## config.mk

```make
export PLATFORM = sky130hd
export DESIGN_NAME = sorted_priority_queue
export DESIGN_NICKNAME = d
export VERILOG_FILES = /design/src/hw/rtl/spq_pkg.sv /design/src/hw/rtl/sorted_priority_queue.sv /design/src/hw/rtl/spq_cell.sv /design/src/hw/rtl/spq_find.sv
export SDC_FILE = /design/constraint.sdc
export NUM_CORES = 2
export LEC_CHECK = 0
export BUFFER_PORTS_ARGS = -buffer_cell sky130_fd_sc_hd__buf_2
export CAP_MARGIN = 40
export CORE_AREA = 2 2 251 253
export CTS_CLUSTER_DIAMETER = 80
export CTS_CLUSTER_SIZE = 12
export DETAILED_ROUTE_END_ITERATION = 6
export DIE_AREA = 0 0 253 255
export HOLD_SLACK_MARGIN = 0.05
export PLACE_DENSITY = 0.94
export SLEW_MARGIN = 15
export SYNTH_ARGS = -nofsm -noshare
export SYNTH_HDL_FRONTEND = slang
export SYNTH_SLANG_ARGS = --single-unit
```

## constraint.sdc

```tcl
create_clock -name clk -period 5.35 [get_ports clk]
set_input_delay 0.2675 -clock clk [delete_from_list [all_inputs] [get_ports clk]]
set_output_delay 0.2675 -clock clk [all_outputs]
set_load 0.02 [all_outputs]
```

## src/hw/rtl/spq_pkg.sv

```systemverilog
// shared types and constants for the sorted priority queue
package spq_pkg;

  localparam int CAPACITY = 16;
  localparam int IDX_W    = $clog2(CAPACITY);
  localparam int CNT_W    = $clog2(CAPACITY + 1);
  localparam int VAL_W    = 32;
  localparam int FUNC_W   = 2;
  localparam int POS_W    = 5;
  localparam int COUNT_W  = 5;

  typedef logic signed [VAL_W-1:0] value_t;

  typedef enum logic [FUNC_W-1:0] {
    FUNC_INSERT = 2'd0,
    FUNC_REMOVE = 2'd1,
    FUNC_FIND   = 2'd2
  } func_t;

  // operation broadcast to every cell
  typedef struct packed {
    logic   do_insert;
    logic   do_remove;
    value_t value;
  } cell_ctl_t;

endpackage

```

## src/hw/rtl/sorted_priority_queue.sv

```systemverilog
// top level of the sorted priority queue
//
// holds up to CAPACITY signed 32-bit values in descending order, largest at
// the head, in a row of cells that each keep one entry. every cell compares
// its entry with the broadcast value and picks its next entry from itself,
// its left neighbour, its right neighbour or the broadcast value, so an
// insert or remove rearranges the whole row at once.
//
// input channel: in_func (insert, remove first equal, find) and in_value,
// taken when in_valid is high and in_stall low. each item yields exactly one
// result on the output channel: ok, full_res, position, head_value,
// head_valid and count, as the queue stands after the operation.
//
// the result is registered: it sits in the output register the edge after
// the item is taken. throughput is one item per cycle while no result is
// held by out_stall.
// when out_stall holds the result, in_stall rises and no new item is taken
// until the result is gone.
// reset (rst_n low, synchronous) empties the queue and drops any pending
// result; entry contents are left as they are.
module sorted_priority_queue (
  input  logic                          clk,
  input  logic                          rst_n,
  input  logic                          in_valid,
  output logic                          in_stall,
  input  logic [spq_pkg::FUNC_W-1:0]    in_func,
  input  logic signed [31:0]            in_value,
  output logic                          out_valid,
  input  logic                          out_stall,
  output logic                          out_ok,
  output logic                          out_full_res,
  output logic [spq_pkg::POS_W-1:0]     out_position,
  output logic signed [31:0]            out_head_value,
  output logic                          out_head_valid,
  output logic [spq_pkg::COUNT_W-1:0]   out_count
);

  localparam int N = spq_pkg::CAPACITY;

  logic                      in_accept;
  logic [spq_pkg::CNT_W-1:0] count_r, count_nxt;
  spq_pkg::cell_ctl_t        ctl;
  logic                      is_insert, is_remove, is_find;
  logic                      full;
  logic                      hit;
  logic [spq_pkg::IDX_W-1:0] hit_pos;

  // per-cell wires
  spq_pkg::value_t           entry   [N];
  spq_pkg::value_t           entry_n [N];
  logic [N-1:0]              gt, eq, cell_valid;

  // result register
  logic                      out_valid_r, out_valid_nxt;
  logic                      ok_nxt;
  logic                      ok_r, full_r, head_valid_r;
  logic [spq_pkg::POS_W-1:0] pos_r;
  logic [spq_pkg::POS_W-1:0] pos_nxt;
  spq_pkg::value_t           head_r, head_nxt;
  logic [spq_pkg::COUNT_W-1:0] cnt_out_r;

  // a held result blocks the input side
  assign in_stall  = out_valid_r & out_stall;
  assign in_accept = in_valid & ~in_stall;

  assign is_insert = in_accept && (in_func == spq_pkg::FUNC_INSERT);
  assign is_remove = in_accept && (in_func == spq_pkg::FUNC_REMOVE);
  assign is_find   = in_accept && (in_func == spq_pkg::FUNC_FIND);
  assign full      = (count_r == spq_pkg::CNT_W'(N));

  assign ctl.value     = in_value;
  assign ctl.do_insert = is_insert & ~full;
  assign ctl.do_remove = is_remove & hit;

  // the row of cells; the head sees a virtual larger neighbour on its left
  for (genvar i = 0; i < N; i++) begin : g_cell
    assign cell_valid[i] = (spq_pkg::CNT_W'(i) < count_r);

    spq_cell u_cell (
      .clk         (clk),
      .ctl         (ctl),
      .cell_valid  (cell_valid[i]),
      .left_gt     ((i == 0) ? 1'b1 : gt[(i == 0) ? 0 : i-1]),
      .left_entry  (entry[(i == 0) ? 0 : i-1]),
      .right_entry (entry[(i == N-1) ? i : i+1]),
      .entry_r     (entry[i]),
      .entry_nxt   (entry_n[i]),
      .gt          (gt[i]),
      .eq          (eq[i])
    );
  end

  spq_find u_find (
    .eq       (eq),
    .hit      (hit),
    .position (hit_pos)
  );

  // entry count
  always_comb begin
    count_nxt = count_r;
    if (ctl.do_insert) begin
      count_nxt = count_r + spq_pkg::CNT_W'(1);
    end else if (ctl.do_remove) begin
      count_nxt = count_r - spq_pkg::CNT_W'(1);
    end
  end

  always_ff @(posedge clk) begin
    if (!rst_n) begin
      count_r <= '0;
    end else begin
      count_r <= count_nxt;
    end
  end

  // result fields as they stand after the operation
  assign ok_nxt   = ctl.do_insert | ctl.do_remove | (is_find & hit);
  assign pos_nxt  = (is_find & hit) ? spq_pkg::POS_W'(hit_pos) : '0;
  assign head_nxt = (count_nxt != '0) ? entry_n[0] : '0;

  always_comb begin
    out_valid_nxt = out_valid_r & out_stall;
    if (in_accept) begin
      out_valid_nxt = 1'b1;
    end
  end

  always_ff @(posedge clk) begin
    if (!rst_n) begin
      out_valid_r <= 1'b0;
    end else begin
      out_valid_r <= out_valid_nxt;
    end
  end

  always_ff @(posedge clk) begin
    if (in_accept) begin
      ok_r         <= ok_nxt;
      full_r       <= is_insert & full;
      pos_r        <= pos_nxt;
      head_r       <= head_nxt;
      head_valid_r <= (count_nxt != '0);
      cnt_out_r    <= spq_pkg::COUNT_W'(count_nxt);
    end
  end

  assign out_valid      = out_valid_r;
  assign out_ok         = ok_r;
  assign out_full_res   = full_r;
  assign out_position   = pos_r;
  assign out_head_value = head_r;
  assign out_head_valid = head_valid_r;
  assign out_count      = cnt_out_r;

  // count never runs past capacity
  a_count_bound: assert property (@(posedge clk) disable iff (!rst_n)
    count_r <= spq_pkg::CNT_W'(N))
    else $error("entry count above capacity");

  // head of the row is never below the next entry
  a_sorted: assert property (@(posedge clk) disable iff (!rst_n)
    (count_r >= spq_pkg::CNT_W'(2)) |-> (entry[0] >= entry[1]))
    else $error("chain out of order at the head");

  // a refused insert never reports success
  a_full_not_ok: assert property (@(posedge clk) disable iff (!rst_n)
    out_valid_r |-> !(ok_r && full_r))
    else $error("result both ok and full");

  // a successful insert grows the queue by one
  a_insert_grows: assert property (@(posedge clk) disable iff (!rst_n)
    ctl.do_insert |=> (count_r == $past(count_r) + spq_pkg::CNT_W'(1)))
    else $error("insert did not grow the queue");

  // reported head flag follows the reported count
  a_head_flag: assert property (@(posedge clk) disable iff (!rst_n)
    out_valid_r |-> (head_valid_r == (cnt_out_r != '0)))
    else $error("head flag disagrees with count");

endmodule

```

## src/hw/rtl/spq_cell.sv

```systemverilog
// one storage cell of the sorted chain
module spq_cell (
  input  logic               clk,
  input  spq_pkg::cell_ctl_t ctl,
  input  logic               cell_valid,
  input  logic               left_gt,
  input  spq_pkg::value_t    left_entry,
  input  spq_pkg::value_t    right_entry,
  output spq_pkg::value_t    entry_r,
  output spq_pkg::value_t    entry_nxt,
  output logic               gt,
  output logic               eq
);

  assign gt = cell_valid && (entry_r > ctl.value);
  assign eq = cell_valid && (entry_r == ctl.value);

  always_comb begin
    entry_nxt = entry_r;
    if (ctl.do_insert && !gt) begin
      // the first cell not above the new value takes it, later ones shift down
      entry_nxt = left_gt ? ctl.value : left_entry;
    end else if (ctl.do_remove && !gt) begin
      entry_nxt = right_entry;
    end
  end

  always_ff @(posedge clk) begin
    entry_r <= entry_nxt;
  end

endmodule

```

## src/hw/rtl/spq_find.sv

```systemverilog
// match detection and position encoding across the chain
module spq_find (
  input  logic [spq_pkg::CAPACITY-1:0] eq,
  output logic                         hit,
  output logic [spq_pkg::IDX_W-1:0]    position
);

  logic [spq_pkg::CAPACITY-1:0] first;

  // equal entries sit together, so the first match is where a run starts
  always_comb begin
    first[0] = eq[0];
    for (int i = 1; i < spq_pkg::CAPACITY; i++) begin
      first[i] = eq[i] & ~eq[i-1];
    end
  end

  always_comb begin
    position = '0;
    for (int i = 0; i < spq_pkg::CAPACITY; i++) begin
      if (first[i]) begin
        position = position | spq_pkg::IDX_W'(i);
      end
    end
  end

  assign hit = |eq;

endmodule
```

Word-level counts from Yosys, hierarchy flattened
Cells that the tools add are included.
W data, S select, Z words.
- word-level logic and storage cells: 280
- output and inout port bits: 47
- input port bits: 38
- flip-flop bits (word level): 563
- equal/unequal tests: 19
- add/subtract/negate cells: 2
- bitwise operators: 40
- order comparisons: 32
- reduce and logical (&&, ||, !) cells: 99
- muxes and demuxes: 63
- operator list (cell ; count):
    $mux W32 ; 45
    $eq A32 B32 Y1 ; 16
    $gt A32 B32 Y1 ; 16
    $logic_and A1 B1 Y1 ; 66
    $lt A4 B5 Y1 const A ; 8
    $mux W4 ; 8
    $reduce_bool A2 Y1 ; 14
    $and A1 B1 Y1 ; 21
    $lt A3 B5 Y1 const A ; 4
    $not A1 Y1 ; 17
    $logic_not A1 Y1 ; 16
    $reduce_or A16 Y1 ; 1
    $mux W3 ; 4
    $lt A1 B5 Y1 const A ; 2
    $lt A2 B5 Y1 const A ; 2
    $mux W5 ; 2
    $add A5 B1 Y5 const B ; 1
    $eq A5 B5 Y1 const B ; 1
    $reduce_bool A5 Y1 ; 1
    $sub A5 B1 Y5 const B ; 1
    $mux W2 ; 2
    $eq A2 B1 Y1 const B ; 1
    $eq A2 B2 Y1 const B ; 1
    $logic_not A2 Y1 ; 1
    2 further kinds ; 4

Longest topological paths before layout
- depth in word-level cells: 19
- gate-level depth with buffers: 15
- mapped depth without buffers: 12

Cells and area by module
From an unflattened synthesis, not the netlist that was laid out.
- cells, all modules: 11359
- area total of the unflattened synthesis: 83844.2 sq um
- modules (own cells, without submodules) (module ; seq. area each (sq um) ; cells an instance ; area each (sq um) ; instances):
    spq_cell ; 640.6 ; 696 ; 5066.1 ; 16
    sorted_priority_queue ; 1441.4 ; 188 ; 2557.5 ; 1
    spq_find ; 0.0 ; 35 ; 229.0 ; 1

Worst setup path before layout
Ideal clock, no wire load.
- kind: input to register
- start point: input in_value[1]
- end point: register g_cell[4].u_cell.entry_r[0] (enable)
- path buffers: 2
- data required time: 4.929 ns
- slack: 0.743 ns
- setup time: 0.421 ns
- stages on the path: 13
- data arrival time: 4.186 ns
- path through: inv_1 -> ha_1 -> nor2b_1 -> o21a_1 -> o21a_1 -> o21ai_0 -> a21oi_1 -> o311ai_0 -> nand4_1 -> and3_1 -> clkbuf_1 -> clkbuf_1 -> nor2_1
- longest elaborated chain between the ends: 6
- elaborated cells on any way between the ends: 40
- classes of those cells: order compare: 1; eq/ne: 16; bitwise: 1; reduce/logical: 22
- RTL lines (item ; RTL line ; source):
    start: declaration ; sorted_priority_queue.sv:27 ; input logic signed [31:0] in_value,
    parallel branches: the longest is 5 deep, another holds $gt A32 B32 Y1 ; n/a ;
    $reduce_bool A2 Y1 (no source line) (*) ; n/a ;
    end signal: assignment ; spq_cell.sv:29 ; entry_r <= entry_nxt;
    end: declaration ; spq_cell.sv:9 ; output spq_pkg::value_t entry_r,
Mark *: on every way between the ends.
A chain may end at the register's enable or synchronous reset.

Worst setup path in the final report
- start point: register g_cell[13].u_cell.entry_r[27]
- end point: register head_r[18] (netlist: out_head_value[18]) (data pin)
- longest elaborated chain between the ends: 7
- elaborated cells on any way between the ends: 10
- classes of those cells: eq/ne: 1; mux: 4; bitwise: 1; reduce/logical: 4
- RTL lines (item ; RTL line ; source):
    start: declaration ; spq_cell.sv:9 ;
    start signal: assignment ; spq_cell.sv:29 ;
    $eq A32 B32 Y1 ; spq_cell.sv:16 ; assign eq = cell_valid && (entry_r == ctl.value);
    $logic_and A1 B1 Y1 ; spq_cell.sv:16 ;
    $reduce_or A16 Y1 ; spq_find.sv:27 ; assign hit = |eq;
    $and A1 B1 Y1 ; sorted_priority_queue.sv:73 ; assign ctl.do_remove = is_remove & hit;
    $mux W5 ; sorted_priority_queue.sv:104 ; end else if (ctl.do_remove) begin
    $mux W5 ; sorted_priority_queue.sv:102 ; if (ctl.do_insert) begin
    net count_nxt (one bit) ; sorted_priority_queue.sv:41 ; logic [spq_pkg::CNT_W-1:0] count_r, count_nxt;
    $reduce_bool A5 Y1 ; sorted_priority_queue.sv:120 ; assign head_nxt = (count_nxt != '0) ? entry_n[0] : '0;
    end signal: assignment ; sorted_priority_queue.sv:142 ; head_r <= head_nxt;
    end: declaration ; sorted_priority_queue.sv:59 ; spq_pkg::value_t head_r, head_nxt;
The timed path passes the listed nets, and every way through them passes these cells.

==> results.toml <==
[outcome]
status = "finished, violations left"
violations = "design-rule violations"

[grt]
use_met2_pct = 59.2
use_met3_pct = 8.01
grt_overflow_total = 0
grt_busiest_layer = "met2"
grt_util_met1_pct = 46.3
first_global_vias = 34106
grt_max_degree = 65
grt_use_total_pct = 37.0
antenna_found_initial = 2
grt_pass1_wl_um = 187000

[route]
drt_first_iter_violations = 5077
vias = 34167
drt_first_pass_iters = 7
via_per_inst = 7.26
route.detailed.drc = 1
routed_wl_um = 122000
wl_per_cell_um = 25.8
drtAntennaViolNets = 0

[clock_network]
cts-htree-levels = 2
cts_buffers = 52
clock-sinks = 562
clock_path_buffers = 3
clock_latency_ns = 0.64
cts_resized = 0
cts.clk_slew.worst_paths_ns = 0.06
clockRootBuffer = "clkbuf_16"
cts_tree = "done"

[run]
maxCapViolations = 0

[timing]
drv_slew = 0
setup_viol = 0
finalCritPeriodShare_pct = 90.1
rsz0062_at_grt = "no"
tightest_slew_ns = 0.860
hold_violations = 0
skew_ns = 0.0206
slew_headroom_pct = 42.2
timing.setup.tns_ns = 0
fin_crit_ns = 4.82
fmax_ghz = 0.207

[critical_path]
critPathCaptureType = "flip-flop"
arrival_ns = 5.20
required_ns = 5.72
path_class = "reg -> reg"
crit_path_start_kind = "flip-flop"
path_max_fanout = 33

[worst_hold_path]
hold_class = "in -> reg"

[floorplanning]
design.die.area_sq_um = 64500
core_sq_um = 62200
die_y_um = 255
io_pins = 85
dieWidth_um = 253
start_util_pct = 64.0
rows = 92

[layout]
diodes = 0
final_util_pct = 69.3
final.fill_count = 4063
nets = 4445
multi_input_area_sq_um = 22400
ff_latch_area_sq_um = 16500
drive_above_1_share_pct = 12.6
area_growth_pct = 8.22

[place]
hpwl_um = 86900
gp_congestion = 1.04
io_buffer_count = 83

[logic_synthesis]
ys_warn_count = 0
yosys.cell_types.count = 71
syn_nets = 4406
synth_ff_type = "edfxtp_1"
syn-cell-area_sq_um = 39800
synth_edf_count = 524
synth_async_sr_flop_share_pct = 0
syn_inst = 3852
synth.avg_cell_area_sq_um = 10.3
seq_area_frac_synth_pct = 41.5
ys_seq_elements = 562

[power]
power_density_nw_per_um2 = 243
peakVddDrop_uv = 223
p_leak_nw = 17.6
kinds of logic after synthesis:
family,count (synthesis),synth area share (%)
adder cells (fa/ha/maj),516,16.2
AND/OR/NAND/NOR,982,11.3
flip-flops,562,41.5
other,1,0.00943
buffers and inverters,281,2.79
multiplexers,421,11.1
AO/OA/AOI/OAI,1086,17.0
XOR/XNOR,3,0.0661
cell usage after synthesis (3+ instances only):
cell type  number  area [sq um]
a211oi_1        5          37.5
a21o_1        175          1310
a21oi_1       353          1770
a221oi_1        4          35.0
a31oi_1        45           282
and2_1         16           100
and3_1          4          25.0
and4_1         12           105
buf_1          14          52.6
buf_2           4          20.0
buf_6           6          67.6
clkbuf_1      194           728
dfxtp_1        38           761
edfxtp_1      524         15700
ha_1          516          6460
inv_1          62           233
mux2_2        157          1770
mux2i_1       264          2640
nand2_1       332          1250
nand2b_1       25           156
nand3_1        25           125
nand4_1       130           813
nand4b_1        4          35.0
nor2_1        336          1260
nor2b_1        39           244
nor3_1         17          85.1
nor3b_1         4          30.0
nor4_1         19           119
o2111ai_1       4          35.0
o211ai_1       17           128
o21a_1         25           188
o21ai_0       356          1780
o21ai_1         3          15.0
o21bai_1        5          37.5
o221a_2         3          33.8
o221a_4        29           581
o22a_1         33           289
o31a_1          5          43.8
o31ai_1         3          22.5
o41ai_1         3          26.3
or2_2           3          18.8
cell usage in the layout (no fill, tap or decap), types with 14 or more instances in the layout:
cell	instances
edfxtp_1	524
ha_1	516
o21ai_0	355
a21oi_1	351
nand2_1	332
nor2_1	323
mux2i_1	263
a21o_1	175
mux2_2	157
nand4_1	130
buf_4	106
buf_2	83
inv_1	61
clkbuf_16	53
a31oi_1	41
nor2b_1	39
dfxtp_1	38
o22a_1	33
o221a_4	29
nand3_1	25
o21a_1	25
nand2b_1	22
nor4_1	19
clkbuf_1	19
o211ai_1	17
nor3_1	16
and2_1	14
critical path, stage by stage, from the launching register on:
cell and delay, ns:
edfxtp_1 0.47, ha_1 0.40, nand4_1 0.19, nor4_1 0.78, nand4_1 0.46, nand3_1 0.21, or2_2 0.16, o21ai_2 0.11
o41ai_1 0.34, xor2_1 0.15, or4_2 0.74, buf_4 0.34, o221a_4 0.19
state kept, by name, indices dropped and copies added (netlist names):
signal                 flops
out_count                  5
out_position               4
out_valid                  1
out_head_valid             1
out_head_value            32
g_cell.u_cell.entry_r    512
count_r                    5
out_full_res               1
out_ok                     1
routing by layer:
| metal | wire length (um) | up-vias |
|---|---|---|
| met2 | 54700 | 2950 |
| met1 | 43300 | 15790 |
| met4 | 8580 | 4 |
| met5 | 23 | - |
| met3 | 15200 | 761 |
| li1 | - | 14662 |
power breakdown:
group          switching, mW  internal, mW
Clock                   1.71          1.80
Combinational           1.05         0.681
Sequential             0.200          5.02
final cells by class:
| type | instances | area share (%) |
|---|---|---|
| Multi-Input combinational cell | 3009 | 52.1 |
| Clock buffer | 73 | 3.28 |
| Inverter | 62 | 0.541 |
| Timing Repair Buffer | 204 | 3.44 |
| Sequential cell | 562 | 38.3 |
| Tap cell | 799 | 2.32 |
final timing paths:
| check | slack (ns) | cells after the start | endpoint | from |
|---|---|---|---|---|
| setup / recovery | 0.53 | 12 | out_head_value[18] | g_cell[13].u_cell.entry_r[27] |
| hold / removal | 0.17 | 3 | g_cell[9].u_cell.entry_r[7] | in_value[7] |
| setup reg to reg | 0.53 | 12 | out_head_value[18] | g_cell[13].u_cell.entry_r[27] |
| hold reg to reg | 0.56 | 1 | g_cell[0].u_cell.entry_r[30] | g_cell[0].u_cell.entry_r[30] |
stage by stage:
step                      std cells  hold slack (ns)  cell area (sq um)  setup slack (ns)  total power [mW]
after floorplan                3852            0.385              39800             0.743              6.36
after global placement         4625            0.489              41500             0.587              6.82
after detailed placement       4631            0.503              41600             0.386              6.94
after CTS                      4709            0.157              43100             0.766              10.4
after global routing           4709            0.197              43100             0.476              10.7
final                          4709            0.169              43100             0.527              10.5
what timing repair did:
action	CTS	global route
hold buffers	5	0
buffers inserted	0	0
hold endpoints to repair	7	0
endpoints found under the setup margin	0	0
No activity file was read; power rests on OpenSTA's default activity.
